==> config.mk <==
export PLATFORM = sky130hd
export DESIGN_NAME = polyline_region_clipper
export DESIGN_NICKNAME = d
export VERILOG_FILES = /design/src/rtl/core/prc_pkg.sv /design/src/rtl/core/polyline_region_clipper.sv /design/src/rtl/core/prc_front.sv /design/src/rtl/core/prc_queue.sv /design/src/rtl/core/prc_back.sv
export SDC_FILE = /design/constraint.sdc
export NUM_CORES = 1
export LEC_CHECK = 0
export BUFFER_PORTS_ARGS = -buffer_cell sky130_fd_sc_hd__buf_2
export CELL_PAD_IN_SITES_DETAIL_PLACEMENT = 0
export CELL_PAD_IN_SITES_GLOBAL_PLACEMENT = 2
export CORE_MARGIN = 2
export CORE_UTILIZATION = 42
export DETAILED_ROUTE_END_ITERATION = 8
export PLACE_DENSITY = 0.95
export SLEW_MARGIN = 25
export SYNTH_ARGS = -nofsm -noshare
export SYNTH_HDL_FRONTEND = slang
export SYNTH_SLANG_ARGS = --single-unit
==> constraint.sdc <==
create_clock -name clk -period 19.5 [get_ports clk]
set_clock_uncertainty 0.2 [all_clocks]
set_input_delay 0.975 -clock clk [delete_from_list [all_inputs] [get_ports clk]]
set_output_delay 0.975 -clock clk [all_outputs]
set_load 0.01 [all_outputs]
==> src/rtl/core/prc_pkg.sv <==
package prc_pkg;

  localparam int LON_W     = 21;
  localparam int LAT_W     = 20;
  localparam int RANK_W    = 7;
  localparam int CNT_W     = 20;
  localparam int RUNS_W    = 32;
  localparam int CFG_W     = 64;
  localparam int CFG_IDX_W = 3;
  localparam int ARITH_W   = 24;

  localparam logic signed [ARITH_W-1:0] LON_HALF = ARITH_W'(180 * 3600);
  localparam logic signed [ARITH_W-1:0] LON_FULL = ARITH_W'(360 * 3600);

  localparam logic [CNT_W-1:0]  CNT_MAX  = '1;
  localparam logic [RUNS_W-1:0] RUNS_MAX = '1;

  localparam logic [CFG_IDX_W-1:0] REG_RANK_MASK = 3'd0;
  localparam logic [CFG_IDX_W-1:0] REG_WEST      = 3'd1;
  localparam logic [CFG_IDX_W-1:0] REG_SOUTH     = 3'd2;
  localparam logic [CFG_IDX_W-1:0] REG_WIDTH     = 3'd3;
  localparam logic [CFG_IDX_W-1:0] REG_HEIGHT    = 3'd4;

  typedef struct packed {
    logic signed [LON_W-1:0] lon;
    logic signed [LAT_W-1:0] lat;
    logic [RANK_W-1:0]       rank;
    logic                    in_box;
    logic                    eos;
  } prc_item_t;

  typedef struct packed {
    logic [CNT_W-1:0]        longest;
    logic [RUNS_W-1:0]       runs;
    logic [CNT_W-1:0]        run_len;
    logic [RANK_W-1:0]       rank;
    logic signed [LAT_W-1:0] lat;
    logic signed [LON_W-1:0] lon;
    logic                    end_run;
  } prc_result_t;

endpackage

==> src/rtl/core/polyline_region_clipper.sv <==
// Polyline region clipper: takes one map point per transaction and emits the points of
// accepted segments that fall inside the configured lat/lon box, cut into runs. A point
// is held back one item since a run's end is only known from the next point. The input
// side takes one point per cycle while the queue is not full; a two-entry queue sits
// between classification and the run logic, and the output register moves one result
// per cycle unless the output is stalled, so a point that both releases the held point
// and ends its segment yields two results and leaves the queue only with the second.
// A result passes through the queue and then the output register before it is valid.
// Write configuration only while the block is idle; the block does not enforce this.
module polyline_region_clipper (
  input  logic                              clk,
  input  logic                              rst_n,
  input  logic                              cfg_we,
  input  logic [prc_pkg::CFG_IDX_W-1:0]     cfg_index,
  input  logic [prc_pkg::CFG_W-1:0]         cfg_wdata,
  input  logic                              in_tvalid,
  output logic                              in_tready,
  input  logic [47:0]                       in_tdata,   // point_lon, point_lat, seg_rank
  input  logic                              in_tlast,   // end_of_segment
  output logic                              out_tvalid,
  input  logic                              out_tready,
  output logic [119:0]                      out_tdata,  // out_lon, out_lat, out_rank,
                                                        // run_length, runs_so_far,
                                                        // longest_run
  output logic                              out_tlast   // end_of_run
);
  import prc_pkg::*;

  prc_item_t   fr_item, q_head;
  prc_result_t res;
  logic        q_full, q_valid, q_pop, push;

  assign push      = in_tvalid && !q_full;
  assign in_tready = !q_full;

  prc_front u_front (
    .clk       (clk),
    .rst_n     (rst_n),
    .cfg_we    (cfg_we),
    .cfg_index (cfg_index),
    .cfg_wdata (cfg_wdata),
    .pt_lon    (in_tdata[LON_W-1:0]),
    .pt_lat    (in_tdata[LON_W+LAT_W-1:LON_W]),
    .pt_rank   (in_tdata[LON_W+LAT_W+RANK_W-1:LON_W+LAT_W]),
    .pt_eos    (in_tlast),
    .item      (fr_item)
  );

  prc_queue u_queue (
    .clk        (clk),
    .rst_n      (rst_n),
    .push       (push),
    .push_item  (fr_item),
    .full       (q_full),
    .head_valid (q_valid),
    .head_item  (q_head),
    .pop        (q_pop)
  );

  prc_back u_back (
    .clk       (clk),
    .rst_n     (rst_n),
    .q_valid   (q_valid),
    .q_item    (q_head),
    .q_pop     (q_pop),
    .res_valid (out_tvalid),
    .res_ready (out_tready),
    .res       (res)
  );

  assign out_tdata = {res.longest, res.runs, res.run_len, res.rank, res.lat, res.lon};
  assign out_tlast = res.end_run;

endmodule

==> src/rtl/core/prc_front.sv <==
module prc_front (
  input  logic                              clk,
  input  logic                              rst_n,
  input  logic                              cfg_we,
  input  logic [prc_pkg::CFG_IDX_W-1:0]     cfg_index,
  input  logic [prc_pkg::CFG_W-1:0]         cfg_wdata,
  input  logic signed [prc_pkg::LON_W-1:0]  pt_lon,
  input  logic signed [prc_pkg::LAT_W-1:0]  pt_lat,
  input  logic [prc_pkg::RANK_W-1:0]        pt_rank,
  input  logic                              pt_eos,
  output prc_pkg::prc_item_t                item
);
  import prc_pkg::*;

  logic [CFG_W-1:0]        rank_mask_r;
  logic signed [LON_W-1:0] west_r;
  logic signed [LAT_W-1:0] south_r;
  logic [LON_W-1:0]        width_r;
  logic [LAT_W-1:0]        height_r;

  always_ff @(posedge clk) begin
    if (!rst_n) begin
      rank_mask_r <= CFG_W'(6);
      west_r      <= '0;
      south_r     <= '0;
      width_r     <= '0;
      height_r    <= '0;
    end else if (cfg_we) begin
      unique case (cfg_index)
        REG_RANK_MASK: rank_mask_r <= cfg_wdata;
        REG_WEST:      west_r      <= cfg_wdata[LON_W-1:0];
        REG_SOUTH:     south_r     <= cfg_wdata[LAT_W-1:0];
        REG_WIDTH:     width_r     <= cfg_wdata[LON_W-1:0];
        REG_HEIGHT:    height_r    <= cfg_wdata[LAT_W-1:0];
        default: ;
      endcase
    end
  end

  logic signed [ARITH_W-1:0] w, e, s, n, lon, lat, lon_wrapped;
  logic accepted, clip, lon_ok, lat_ok;

  always_comb begin
    w   = ARITH_W'(west_r);
    s   = ARITH_W'(south_r);
    e   = w + $signed({{(ARITH_W-LON_W){1'b0}}, width_r});
    n   = s + $signed({{(ARITH_W-LAT_W){1'b0}}, height_r});
    lon = ARITH_W'(pt_lon);
    lat = ARITH_W'(pt_lat);
    lon_wrapped = lon + LON_FULL;
    // box crossing the antimeridian
    if (e > LON_HALF) lon_ok = (lon >= w) || (lon_wrapped < e);
    else              lon_ok = (lon >= w) && (lon < e);
    lat_ok   = (lat >= s) && (lat < n);
    accepted = !pt_rank[RANK_W-1] && rank_mask_r[pt_rank[RANK_W-2:0]];
    clip     = (width_r != '0) && (height_r != '0);
    item.lon    = pt_lon;
    item.lat    = pt_lat;
    item.rank   = pt_rank;
    item.eos    = pt_eos;
    item.in_box = accepted && (!clip || (lon_ok && lat_ok));
  end

endmodule

==> src/rtl/core/prc_queue.sv <==
module prc_queue (
  input  logic               clk,
  input  logic               rst_n,
  input  logic               push,
  input  prc_pkg::prc_item_t push_item,
  output logic               full,
  output logic               head_valid,
  output prc_pkg::prc_item_t head_item,
  input  logic               pop
);
  import prc_pkg::*;

  prc_item_t  mem_r [2];
  logic       wr_ptr_r, rd_ptr_r;
  logic [1:0] count_r;

  assign full       = (count_r == 2'd2);
  assign head_valid = (count_r != 2'd0);
  assign head_item  = mem_r[rd_ptr_r];

  always_ff @(posedge clk) begin
    if (push) mem_r[wr_ptr_r] <= push_item;
  end

  always_ff @(posedge clk) begin
    if (!rst_n) begin
      wr_ptr_r <= 1'b0;
      rd_ptr_r <= 1'b0;
      count_r  <= 2'd0;
    end else begin
      if (push) wr_ptr_r <= ~wr_ptr_r;
      if (pop)  rd_ptr_r <= ~rd_ptr_r;
      priority case ({push, pop})
        2'b10:   count_r <= count_r + 2'd1;
        2'b01:   count_r <= count_r - 2'd1;
        default: count_r <= count_r;
      endcase
    end
  end

endmodule

==> src/rtl/core/prc_back.sv <==
module prc_back (
  input  logic                clk,
  input  logic                rst_n,
  input  logic                q_valid,
  input  prc_pkg::prc_item_t  q_item,
  output logic                q_pop,
  output logic                res_valid,
  input  logic                res_ready,
  output prc_pkg::prc_result_t res
);
  import prc_pkg::*;

  logic                    held_valid_r, held_valid_nxt;
  logic signed [LON_W-1:0] held_lon_r;
  logic signed [LAT_W-1:0] held_lat_r;
  logic [RANK_W-1:0]       held_rank_r;
  logic                    load_held;
  logic [CNT_W-1:0]        run_count_r, run_count_nxt;
  logic [RUNS_W-1:0]       total_r, total_nxt;
  logic [CNT_W-1:0]        max_r, max_nxt;
  logic                    phase_r, phase_nxt;
  logic                    out_valid_r;
  prc_result_t             out_r, res_nxt;

  logic have_res, done, can_load, fire, eff_in_box;
  logic [RUNS_W-1:0] total_inc;
  logic [CNT_W-1:0]  run_inc;

  assign can_load  = !out_valid_r || res_ready;
  assign total_inc = (total_r != RUNS_MAX) ? total_r + RUNS_W'(1) : total_r;
  assign run_inc   = (run_count_r != CNT_MAX) ? run_count_r + CNT_W'(1) : run_count_r;
  // second half of a two-result item closes the run just like a rejected point
  assign eff_in_box = q_item.in_box && !phase_r;

  always_comb begin
    held_valid_nxt = held_valid_r;
    run_count_nxt  = run_count_r;
    total_nxt      = total_r;
    max_nxt        = max_r;
    load_held      = 1'b0;
    have_res       = 1'b0;
    done           = 1'b1;
    res_nxt.lon     = held_lon_r;
    res_nxt.lat     = held_lat_r;
    res_nxt.rank    = held_rank_r;
    res_nxt.end_run = 1'b1;
    res_nxt.run_len = run_count_r;
    res_nxt.runs    = total_inc;
    res_nxt.longest = (run_count_r > max_r) ? run_count_r : max_r;
    if (!eff_in_box) begin
      if (held_valid_r) begin
        have_res       = 1'b1;
        held_valid_nxt = 1'b0;
        run_count_nxt  = '0;
        total_nxt      = total_inc;
        max_nxt        = res_nxt.longest;
      end
    end else if (held_valid_r) begin
      have_res        = 1'b1;
      res_nxt.end_run = 1'b0;
      res_nxt.runs    = total_r;
      res_nxt.longest = max_r;
      run_count_nxt   = run_inc;
      load_held       = 1'b1;
      done            = !q_item.eos;
    end else if (q_item.eos) begin
      have_res        = 1'b1;
      res_nxt.lon     = q_item.lon;
      res_nxt.lat     = q_item.lat;
      res_nxt.rank    = q_item.rank;
      res_nxt.run_len = CNT_W'(1);
      res_nxt.longest = (max_r == '0) ? CNT_W'(1) : max_r;
      total_nxt       = total_inc;
      max_nxt         = res_nxt.longest;
      run_count_nxt   = '0;
    end else begin
      held_valid_nxt = 1'b1;
      run_count_nxt  = CNT_W'(1);
      load_held      = 1'b1;
    end
  end

  assign fire      = q_valid && (!have_res || can_load);
  assign q_pop     = fire && done;
  assign phase_nxt = !done;
  assign res_valid = out_valid_r;
  assign res       = out_r;

  always_ff @(posedge clk) begin
    if (!rst_n) begin
      held_valid_r <= 1'b0;
      run_count_r  <= '0;
      total_r      <= '0;
      max_r        <= '0;
      phase_r      <= 1'b0;
      out_valid_r  <= 1'b0;
    end else begin
      if (fire) begin
        held_valid_r <= held_valid_nxt;
        run_count_r  <= run_count_nxt;
        total_r      <= total_nxt;
        max_r        <= max_nxt;
        phase_r      <= phase_nxt;
      end
      if (can_load) out_valid_r <= fire && have_res;
    end
  end

  always_ff @(posedge clk) begin
    if (fire && load_held) begin
      held_lon_r  <= q_item.lon;
      held_lat_r  <= q_item.lat;
      held_rank_r <= q_item.rank;
    end
    if (fire && have_res) out_r <= res_nxt;
  end

endmodule

**Word level (Yosys, flattened, before mapping)**

Memories as Yosys holds them, arrays and structs flattened. A register that Yosys moved wholly into a read port is not among the register bits.
Cells that the tools add are included.

- Memories: 1
- Memory bits (writable): 100
- Output and inout port bits: 123
- Register bits: 394

- Equal/unequal tests: 11
- $add $sub $neg: 7
- Bitwise logic cells: 2
- Muxes and demuxes: 40
- $lt $le $gt $ge: 8
- Reduce and logical (&&, ||, !) cells: 39

Memory list:

| name | words | bits a word | read ports | clocked after memory_dff | write ports | line | text |
|---|---|---|---|---|---|---|---|
| u_queue.mem_r | 2 | 50 | 1 | 1 | 1 | prc_queue.sv:13 | `prc_item_t mem_r [2];` |

Operators by type and width:

| cell | count |
|---|---|
| $mux 20 | 12 |
| $mux 32 | 6 |
| $mux 68 | 2 |
| $mux 121 | 1 |
| $add 32x1->32 const B | 1 |
| $ne 32x32->1 const B | 1 |
| $add 21x22->23 | 1 |
| $add 21x22->23 const B | 1 |
| $gt 23x21->1 const B | 1 |
| $lt 21x23->1 | 1 |
| $lt 23x23->1 | 1 |
| $add 20x21->22 | 1 |
| $lt 20x22->1 | 1 |
| $ge 21x21->1 | 1 |
| $reduce_bool 21->1 | 1 |
| $add 20x1->20 const B | 1 |
| $ge 20x20->1 | 1 |
| $gt 20x20->1 | 1 |
| $logic_not 20->1 | 1 |
| $ne 20x20->1 const B | 1 |
| $reduce_bool 20->1 | 1 |
| $mux 1 | 17 |
| $logic_and 1x1->1 | 12 |
| $reduce_and 2->1 | 5 |
| other kinds (19) | 35 |

**Logic depth before layout (Yosys ltp)**

Gate-level depths: netlist of run 1.

- Depth after elaboration: 9
- Mapped depth: 24

**Hierarchy**

Synthesis of run 1 repeated with hierarchy kept, for this count alone.

- Cell total of the unflattened synthesis: 2,441
- Area, all modules: 25,818.5 um^2

By module, submodules not included:

| module | cells each | sequential area each (um^2) | area an instance (um^2) | instances |
|---|---|---|---|---|
| prc_front | 1,409 | 2,922.8 | 11,292.1 | 1 |
| prc_back | 852 | 6,576.3 | 10,702.8 | 1 |
| prc_queue | 178 | 3,103.0 | 3,813.7 | 1 |
| polyline_region_clipper | 2 | 0.0 | 10.0 | 1 |

**Least setup slack after synthesis of run 1**

OpenSTA, ideal clock, no wires.

- Path type: input -> register
- Start point: in out_tready
- End point: reg u_back.held_lat_r[0] (enable)
- Arrival: 8.783 ns
- Required time: 18.589 ns
- Path buffers: 0
- Stages: 3
- Setup slack: 9.806 ns
- Cells stage by stage: nor2b_1 a21o_1 a2111oi_0

- Word-level cells in the longest chain between the ends: 4

RTL lines:

| what | line | text |
|---|---|---|
| start: declaration | polyline_region_clipper.sv:21 | `input logic out_tready,` |
| $logic_or 1x1->1 | prc_back.sv:29 | `assign can_load = !out_valid_r \|\| res_ready;` |
| $logic_or 1x1->1 | prc_back.sv:83 | `assign fire = q_valid && (!have_res \|\| can_load);` |
| $logic_and 1x1->1 | prc_back.sv:83 |  |
| $logic_and 1x1->1 | prc_back.sv:110 | `if (fire && load_held) begin` |
| end signal: assignment | prc_back.sv:112 | `held_lat_r <= q_item.lat;` |
| end: declaration | prc_back.sv:15 | `logic signed [LAT_W-1:0] held_lat_r;` |

Every way passes these cells.
A chain may end at the register's enable or synchronous reset.

==> impl_metrics.toml, run 1 <==
[outcome]
status = "completed"

[synth]
synth-compound-area-share_pct = 11.0
synth_fa_ha_area_share_pct = 7.99
seq_area_frac_synth_pct = 52.3
synth_area_per_cell_um2 = 10.6
synth_area_um2 = 24100
synth_flop_cell = "edfxtp_1"
synth_cells = 2270
synth-simple-area-share_pct = 14.4
synth_top_family_by_area = "simple AND/OR/NAND/NOR gates"
synth_edf_count = 269
ys_types = 79
synth_seq_cells = 495
synthArstFlopShare_pct = 0
synth_xor_area_share_pct = 4.36
synth_mux_area_share_pct = 7.02
syn_nets = 2543
ys_warn_count = 0

[worst_setup_path]
crit_path_start_kind = "flip-flop"
crit_top_cell = "a21o_1"
required_ns = 19.73
worst-r2r-setup-slack_ns = 14.04
regToRegEndpoint = "u_queue.mem_r[0][1]"
crit_fanout = 4
slowest_stage = "a2111oi_1"
cp_top_family = "compound AO/OA/AOI/OAI gates"
crit_type = "flip-flop to flip-flop"
r2r_start = "u_front.height_r[1]"
cp-end-kind = "flip-flop"
worstRegToRegCells = 21
slowest_delay_ns = 0.52
cp.buffers_inverters = 0
crit_chain = "ha_1, a21o_1, a21o_1, a2111oi_1, o21ai_0, a2111o_1, a31o_2, o31ai_1, a21bo_2, ha_1, a21o_1, a21o_1, a21o_1, a21o_1, a21oi_1, o211ai_1, a21oi_1, o211ai_1, nor2_1, o2111ai_1, o211ai_1"
critPathArrivalTime_ns = 5.68

[sta]
worst_slew_pin_slew_ns = 1.08
min_period_over_period_pct = 28.0
rsz0062_at_grt = "no"
final_hold_viol_count = 0
fmax_mhz = 183
setup_viol = 0
slew-limit-headroom_pct = 27.6
setup_tns_ns = 0
period_minus_slack_ns = 5.46
fin_ws_ns = 14.04
report.final.slew_viol_count = 0

[pwr]
sw_frac_of_total_pct = 27.0
power.share.clock_pct = 37.2
p_leak_nw = 10.6
internal_power_mw = 2.06
power.density_nw_per_um2 = 101
seqPwrFrac_pct = 45.6
power_frac_comb_pct = 17.2
p_sw_mw = 0.758
vdd_drop_max_mv = 0.0592

[floorplanning]
core.rowCount = 87
initial_core_util_pct = 42.6
die_area_um2 = 59400
die_w_um = 244
core_um2 = 56600
ios = 244
die_h_um = 244

[finish]
final_nets = 2769
layout.area.seq_um2 = 12600
area_growth_pct = 15.8
multi_input_area_um2 = 10800
antennaDiodeCount = 0
fillers = 5156
drive_gt1_share_pct = 19.7

[global_routing]
grt_max_degree = 84
grt_usage_pct = 19.5
antenna_found_initial = 2
grt_pass1_vias = 17100
grt.overflow.total = 0
grt_pass1_wl_mm = 92.7

[cts]
insertion_delay_ns = 0.61
cts_buffers = 53
clkSlewWorstSetupHoldPaths_ns = 0.06
cts_tree = "built"
cts_resized = 0
cts_buffer_depth = 3
cts-root-buf = "clkbuf_16"
clkSinkCount = 495
post_cts_buffers = 0
htree_levels = 2
hold_buffers = 0

[drt]
drtIter0Drc = 964
vias_per_cell = 5.32
detail-route-antenna-nets = 0
first_pass_iters = 4
post_drt_wl_per_cell_um = 17.8
post-route-drc-count = 0
vias = 17500
wirelength_mm = 58.7

[hold_path]
holdPathStages = 2
hold_end = "u_front.rank_mask_r[40]"
holdCritPathClass = "flip-flop to flip-flop"
min-delay-start = "u_front.rank_mask_r[40]"

[job]
drv_cap = 0

[place]
dp_hpwl_mm = 42.5
place_ws_ns = 14.10
port_buffers = 243
globalplace.congestion = 0.884
per-stage QoR:
stage	total power, mW	util [%]	instances	hold slack (ns)	area (µm²)
after floorplan	1.63	-	2270	0.233	24100
after global placement	1.77	46.1	3196	0.239	26100
after detailed placement	1.79	46.1	3196	0.246	26100
after CTS	2.85	49.3	3295	0.255	27900
after global routing	2.94	49.3	3296	0.272	27900
final	2.81	49.3	3296	0.253	27900
synth_stat cells, drive strengths merged (9+ instances only):
library cell    n  share of area (%)
mux2          100                4.7
nand4          32               0.89
nand2b         13               0.34
clkbuf         82                1.3
mux2i           9               0.39
edfxtp        269                 33
a211oi          9               0.28
or3            16               0.46
xnor2          62                2.3
inv           100                1.6
a32o           14               0.58
nor2b          21               0.54
dfxtp         226                 19
a21o           36                1.1
or2            15               0.40
nand2         386                6.0
and2           31               0.81
nand3          39               0.81
ha            150                7.8
nor4           17               0.44
nor2          118                1.8
a21oi         212                4.4
o21ai          61                1.3
and3           24               0.62
a22o           14               0.51
xor2           58                2.1
nor3           19               0.42
mux4           21                2.0
state kept, by name, summed over array words and instances (netlist names), 2 cells and up, named ones only:
| name | cells |
|---|---|
| u_back.held_rank_r | 7 |
| u_back.held_lon_r | 21 |
| u_back.run_count_r | 20 |
| u_back.res | 121 |
| u_queue.count_r | 2 |
| u_front.rank_mask_r | 64 |
| u_queue.mem_r | 100 |
| u_back.held_lat_r | 20 |
| u_front.west_r | 21 |
| u_back.total_r | 32 |
| u_front.width_r | 21 |
| u_front.south_r | 20 |
| u_front.height_r | 20 |
| u_back.max_r | 20 |
cell usage in the layout, fill, tap and decap left out, types with 8 or more instances in the layout:
cell type	netlist	final
a211oi_1	9	9
a21o_1	36	36
a21oi_1	211	211
a22o_1	14	14
a32o_1	14	14
and2_1	30	29
and3_1	24	23
and4_1	8	8
buf_2	3	243
buf_4	1	16
bufinv_16	0	8
clkbuf_1	82	11
clkbuf_16	0	53
dfxtp_1	226	225
edfxtp_1	269	269
ha_1	150	150
inv_1	99	99
mux2_2	100	100
mux2i_1	8	8
mux4_2	21	21
nand2_1	386	385
nand2b_1	13	13
nand3_1	39	39
nand4_1	31	31
nor2_1	118	117
nor2b_1	21	20
nor3_1	18	18
nor3b_1	8	8
nor4_1	17	16
o2111ai_1	8	8
o21a_1	8	8
o21ai_0	59	59
or2_2	14	14
or3_1	14	14
xnor2_1	62	62
xor2_1	58	58
final cells by class:
type / instances / area share, %
tap: 756 / 3.39
inverter: 100 / 1.35
multi-input combinational: 1586 / 38.8
timing repair buffer: 260 / 4.84
clock buffer: 67 / 5.05
clock inverter: 32 / 1.45
sequential: 495 / 45.1
per-layer routing:
layer | routed length, µm | track usage (%)
met3 | 2670 | 3.46
met2 | 27400 | 32.4
met5 | 21 | 0
met4 | 1120 | 5.00
met1 | 27500 | 26.3
how the worst max path moves through the flow:
stage               cells past startpoint              endpoint                 from  slack, ns
finish                                 21   u_queue.mem_r[0][1]  u_front.height_r[1]      14.04
global route                           21   u_queue.mem_r[0][1]  u_front.height_r[1]      13.78
detailed placement                     21   u_queue.mem_r[0][1]  u_front.height_r[1]      14.10
floorplan                               3  u_back.held_lat_r[0]           out_tready       9.81
global placement                       21   u_queue.mem_r[0][1]  u_front.height_r[1]      14.15
CTS                                    21   u_queue.mem_r[0][1]  u_front.height_r[1]      14.07
kinds of logic (layout without fill, tap and decap cells):
kind of cell,count (synthesis),in the layout
adders and majority gates,153,153
xor gates and xnor gates,120,120
DFF,495,495
and+or+nand+nor,755,755
muxes,130,130
AOI/OAI and AO/OA,428,428
buffers and inverters,189,459
worst reg2reg max path, cell delays in order (launching register included):
cell and delay (ns):
dfxtp_1 0.34, ha_1 0.29, a21o_1 0.16, a21o_1 0.21, a2111oi_1 0.52, o21ai_0 0.19, a2111o_1 0.42, a31o_2 0.22
o31ai_1 0.35, a21bo_2 0.27, ha_1 0.29, a21o_1 0.18, a21o_1 0.17, a21o_1 0.17, a21o_1 0.17, a21oi_1 0.15
o211ai_1 0.09, a21oi_1 0.12, o211ai_1 0.20, nor2_1 0.21, o2111ai_1 0.12, o211ai_1 0.24
power by group through the flow:
stage               clock [mW]  combinational [mW]  sequential (mW)
floorplan                    0               0.297             1.33
global placement             0               0.474             1.30
detailed placement           0               0.485             1.30
CTS                       1.07               0.489             1.28
global route              1.11               0.534             1.29
finish                    1.05               0.485             1.28
Power figures use the tool's default switching activity.
==> run 2: changes to the inputs <==
- ABC_AREA: unset -> 1
- CORE_UTILIZATION: 42 -> 37
- PLACE_DENSITY: 0.95 -> 0.91
- clock period: 19.5 -> 5.6 ns (I/O delays scaled with it)
==> run 2 against run 1 <==
Sequential share of layout area decreased by 3.3 points. Global-route usage rose by 0.45 points. Non-clock buffer count increased by 118. Clock-buffer cell count grew 4. Largest power group unchanged. Area after synthesis rose by 4.3%. Largest cell class unchanged. Final cell count up 26%. Synthesized cell count is 28% higher. Clock power rose to 3.2 times the previous value. Wire length grew 21%. Sequential power rose to 3.9 times the previous value. Final area rose by 7.8%.
==> impl_metrics.toml, run 2 <==
[cts]
insertion_delay_ns = 0.63
cts-root-buf = "clkbuf_16"
cts_resized = 0
post_cts_buffers = 0
cts_buffers = 55
clkSinkCount = 495
cts_tree = "built"
htree_levels = 2
cts_buffer_depth = 3
clkSlewWorstSetupHoldPaths_ns = 0.06

[pwr]
power.density_nw_per_um2 = 400
vdd_drop_max_mv = 0.412
p_leak_nw = 12.8
power.total_mw = 12.0

[finish]
fillers = 6570
largest_reg_flops = 121
final_area_um2 = 30100
mostFrequentLayoutCell = "nand2_1"
final_cell_mix = "nand2_1, nor2_1, inv_1"
multi_input_area_um2 = 10900
layout.area.seq_um2 = 12600
area_growth_pct = 19.7
drive_gt1_share_pct = 13.3
final_nets = 3503

[drt]
drtIter0Drc = 1571
vias = 21000
met1Wirelength_mm = 32.0
wl_met3_mm = 3.25
wl_met2_mm = 34.5
dr.max_layer_used = "met5"
post_drt_wl_per_cell_um = 17.1
post-route-drc-count = 0
detail-route-antenna-nets = 0
wirelength_mm = 71.0
first_pass_iters = 5
vias_per_cell = 5.06

[synth]
synth.area.top_cells = "edfxtp_1, dfxtp_1, nand2_1"
syn_nets = 3170
seq_area_frac_synth_pct = 50.1
synth_area_per_cell_um2 = 8.68
synth_top_area_cell = "edfxtp_1"
synth_flop_cell = "edfxtp_1"
synth_area_um2 = 25100
yosysMostFrequentCell = "nand2_1"
synth_top_area_share_pct = 32.1
ys_types = 53
ys_top_cells_by_count = "nand2_1, nor2_1, inv_1"
synth_seq_cells = 495
synth_edf_count = 269
synthArstFlopShare_pct = 0
ys_warn_count = 0
synth_cells = 2897

[sta]
report.final.slew_viol_count = 0
setup_tns_ns = 0
slew-limit-headroom_pct = 36.9
period_minus_slack_ns = 4.35
rsz0062_at_grt = "no"
min_period_over_period_pct = 77.7
fmax_mhz = 230
setup_viol = 0
worst_slew_pin_slew_ns = 0.940
final_hold_viol_count = 0

[floorplanning]
die_w_um = 265
core.rowCount = 95
die_area_um2 = 70100
initial_core_util_pct = 37.4
ios = 244
die_h_um = 265
core_um2 = 67300

[worst_setup_path]
worst-r2r-setup-slack_ns = 1.25
crit_type = "flip-flop to flip-flop"
crit_fanout = 3
crit_path_start_kind = "flip-flop"
required_ns = 5.75
critPathArrivalTime_ns = 4.50
cp-end-kind = "flip-flop"

[outcome]
status = "completed"

[global_routing]
antenna_found_initial = 1
grt_pass1_wl_mm = 112
grt_pass1_vias = 20600
grt.overflow.total = 0
grt_usage_pct = 19.9
grt_max_degree = 134

[place]
globalplace.congestion = 0.884
dp_hpwl_mm = 51.1
dpl_cell_area_um2 = 27200
port_buffers = 243

[hold_path]
holdCritPathClass = "input port to flip-flop"

[job]
drv_cap = 0
==> run 2: cell count changes after synthesis, sizes merged, moves of 21 or more <==
| cell | previous run | this run |
|---|---|---|
| o21ai | 61 | 297 |
| and3 | 24 | 2 |
| xnor2 | 62 | 17 |
| a21o | 36 | 1 |
| mux4 | 21 | 0 |
| inv | 100 | 325 |
| nor2 | 118 | 354 |
| o22ai | 3 | 34 |
| nand2 | 386 | 531 |
| and2 | 31 | 1 |
| nor2b | 21 | 0 |
| mux2 | 100 | 48 |
| nand3 | 39 | 92 |
==> run 2: worst max-delay path, stage by stage (launching register included) <==
cell and delay [ns]:
dfxtp_1 0.37, ha_1 0.19, inv_1 0.05, fa_1 0.39, nand3b_1 0.21, nor2_1 0.11
nor2_1 0.08, o21ai_1 0.24, a21oi_1 0.14, o21ai_1 0.20, nand3_1 0.09, nand2_1 0.11
nand3_1 0.07, nand2_1 0.10, a21oi_1 0.08, nor2_1 0.09, nor2_1 0.05, xor2_1 0.14
ha_1 0.31, nand2_1 0.06, nor4_1 0.31, nand2_1 0.09, nand2_1 0.08, nand2_1 0.06
o221ai_1 0.08, inv_1 0.07, nand2_1 0.06, a21oi_1 0.07
==> run 2: report_power, final <==
part	internal, mW	total, mW	switching (mW)
Sequential	4.70	4.95	0.250
Clock	1.88	3.38	1.50
Combinational	1.26	3.72	2.47
==> run 2: timing repair <==
action,4_1_cts,5_1_grt
hold buffers,117,0
setup endpoints to repair,0,0
endpoints found under the hold margin,274,0
==> run 2: metrics by stage <==
step           setup WS [ns]  hold WS [ns]  std cells  util [%]
3_3_place_gp            1.25         0.230       3929      40.5
2_1_floorplan          0.700         0.179       2897         -
5_1_grt                0.832        0.0530       4150      44.7
4_1_cts                 1.22       0.00715       4150      44.7
3_5_place_dp            1.25         0.241       3929      40.5
6_report                1.25        0.0378       4151      44.7
==> run 2: path summary, 6_finish.rpt <==
path,endpoint,depth (start not counted),startpoint
hold reg to reg,u_front.rank_mask_r[1],2,u_front.rank_mask_r[1]
setup reg to reg,u_queue.mem_r[0][1],27,u_front.height_r[0]
hold / removal,u_front.west_r[0],5,cfg_index[0]
setup / recovery,u_queue.mem_r[0][1],27,u_front.height_r[0]
==> run 2: area by class of cell <==
class,count,area share (%)
Clock buffer,71,4.81
Antenna cell,1,0.00831
Clock inverter,33,0.765
Multi-Input combinational cell,1972,36.4
Tap cell,873,3.63
Sequential cell,495,41.9
Inverter,328,4.11
Timing Repair Buffer,378,8.44
==> run 2: cell families after synthesis <==
group | after synthesis | share of synthesized area (%)
and+or+nand+nor | 1097 | 18.2
AOI/OAI and AO/OA | 609 | 13.1
DFF | 495 | 50.1
buffers and inverters | 430 | 6.48
adders and majority gates | 152 | 7.62
xor gates and xnor gates | 66 | 2.30
muxes | 48 | 2.15
==> run 2: metal layers <==
layer | GRT usage, % | vias up
li1 | - | 10500
met1 | 26.4 | 9931
met2 | 34.7 | 482
met3 | 2.72 | 90
met4 | 4.40 | 2
met5 | 0 | -
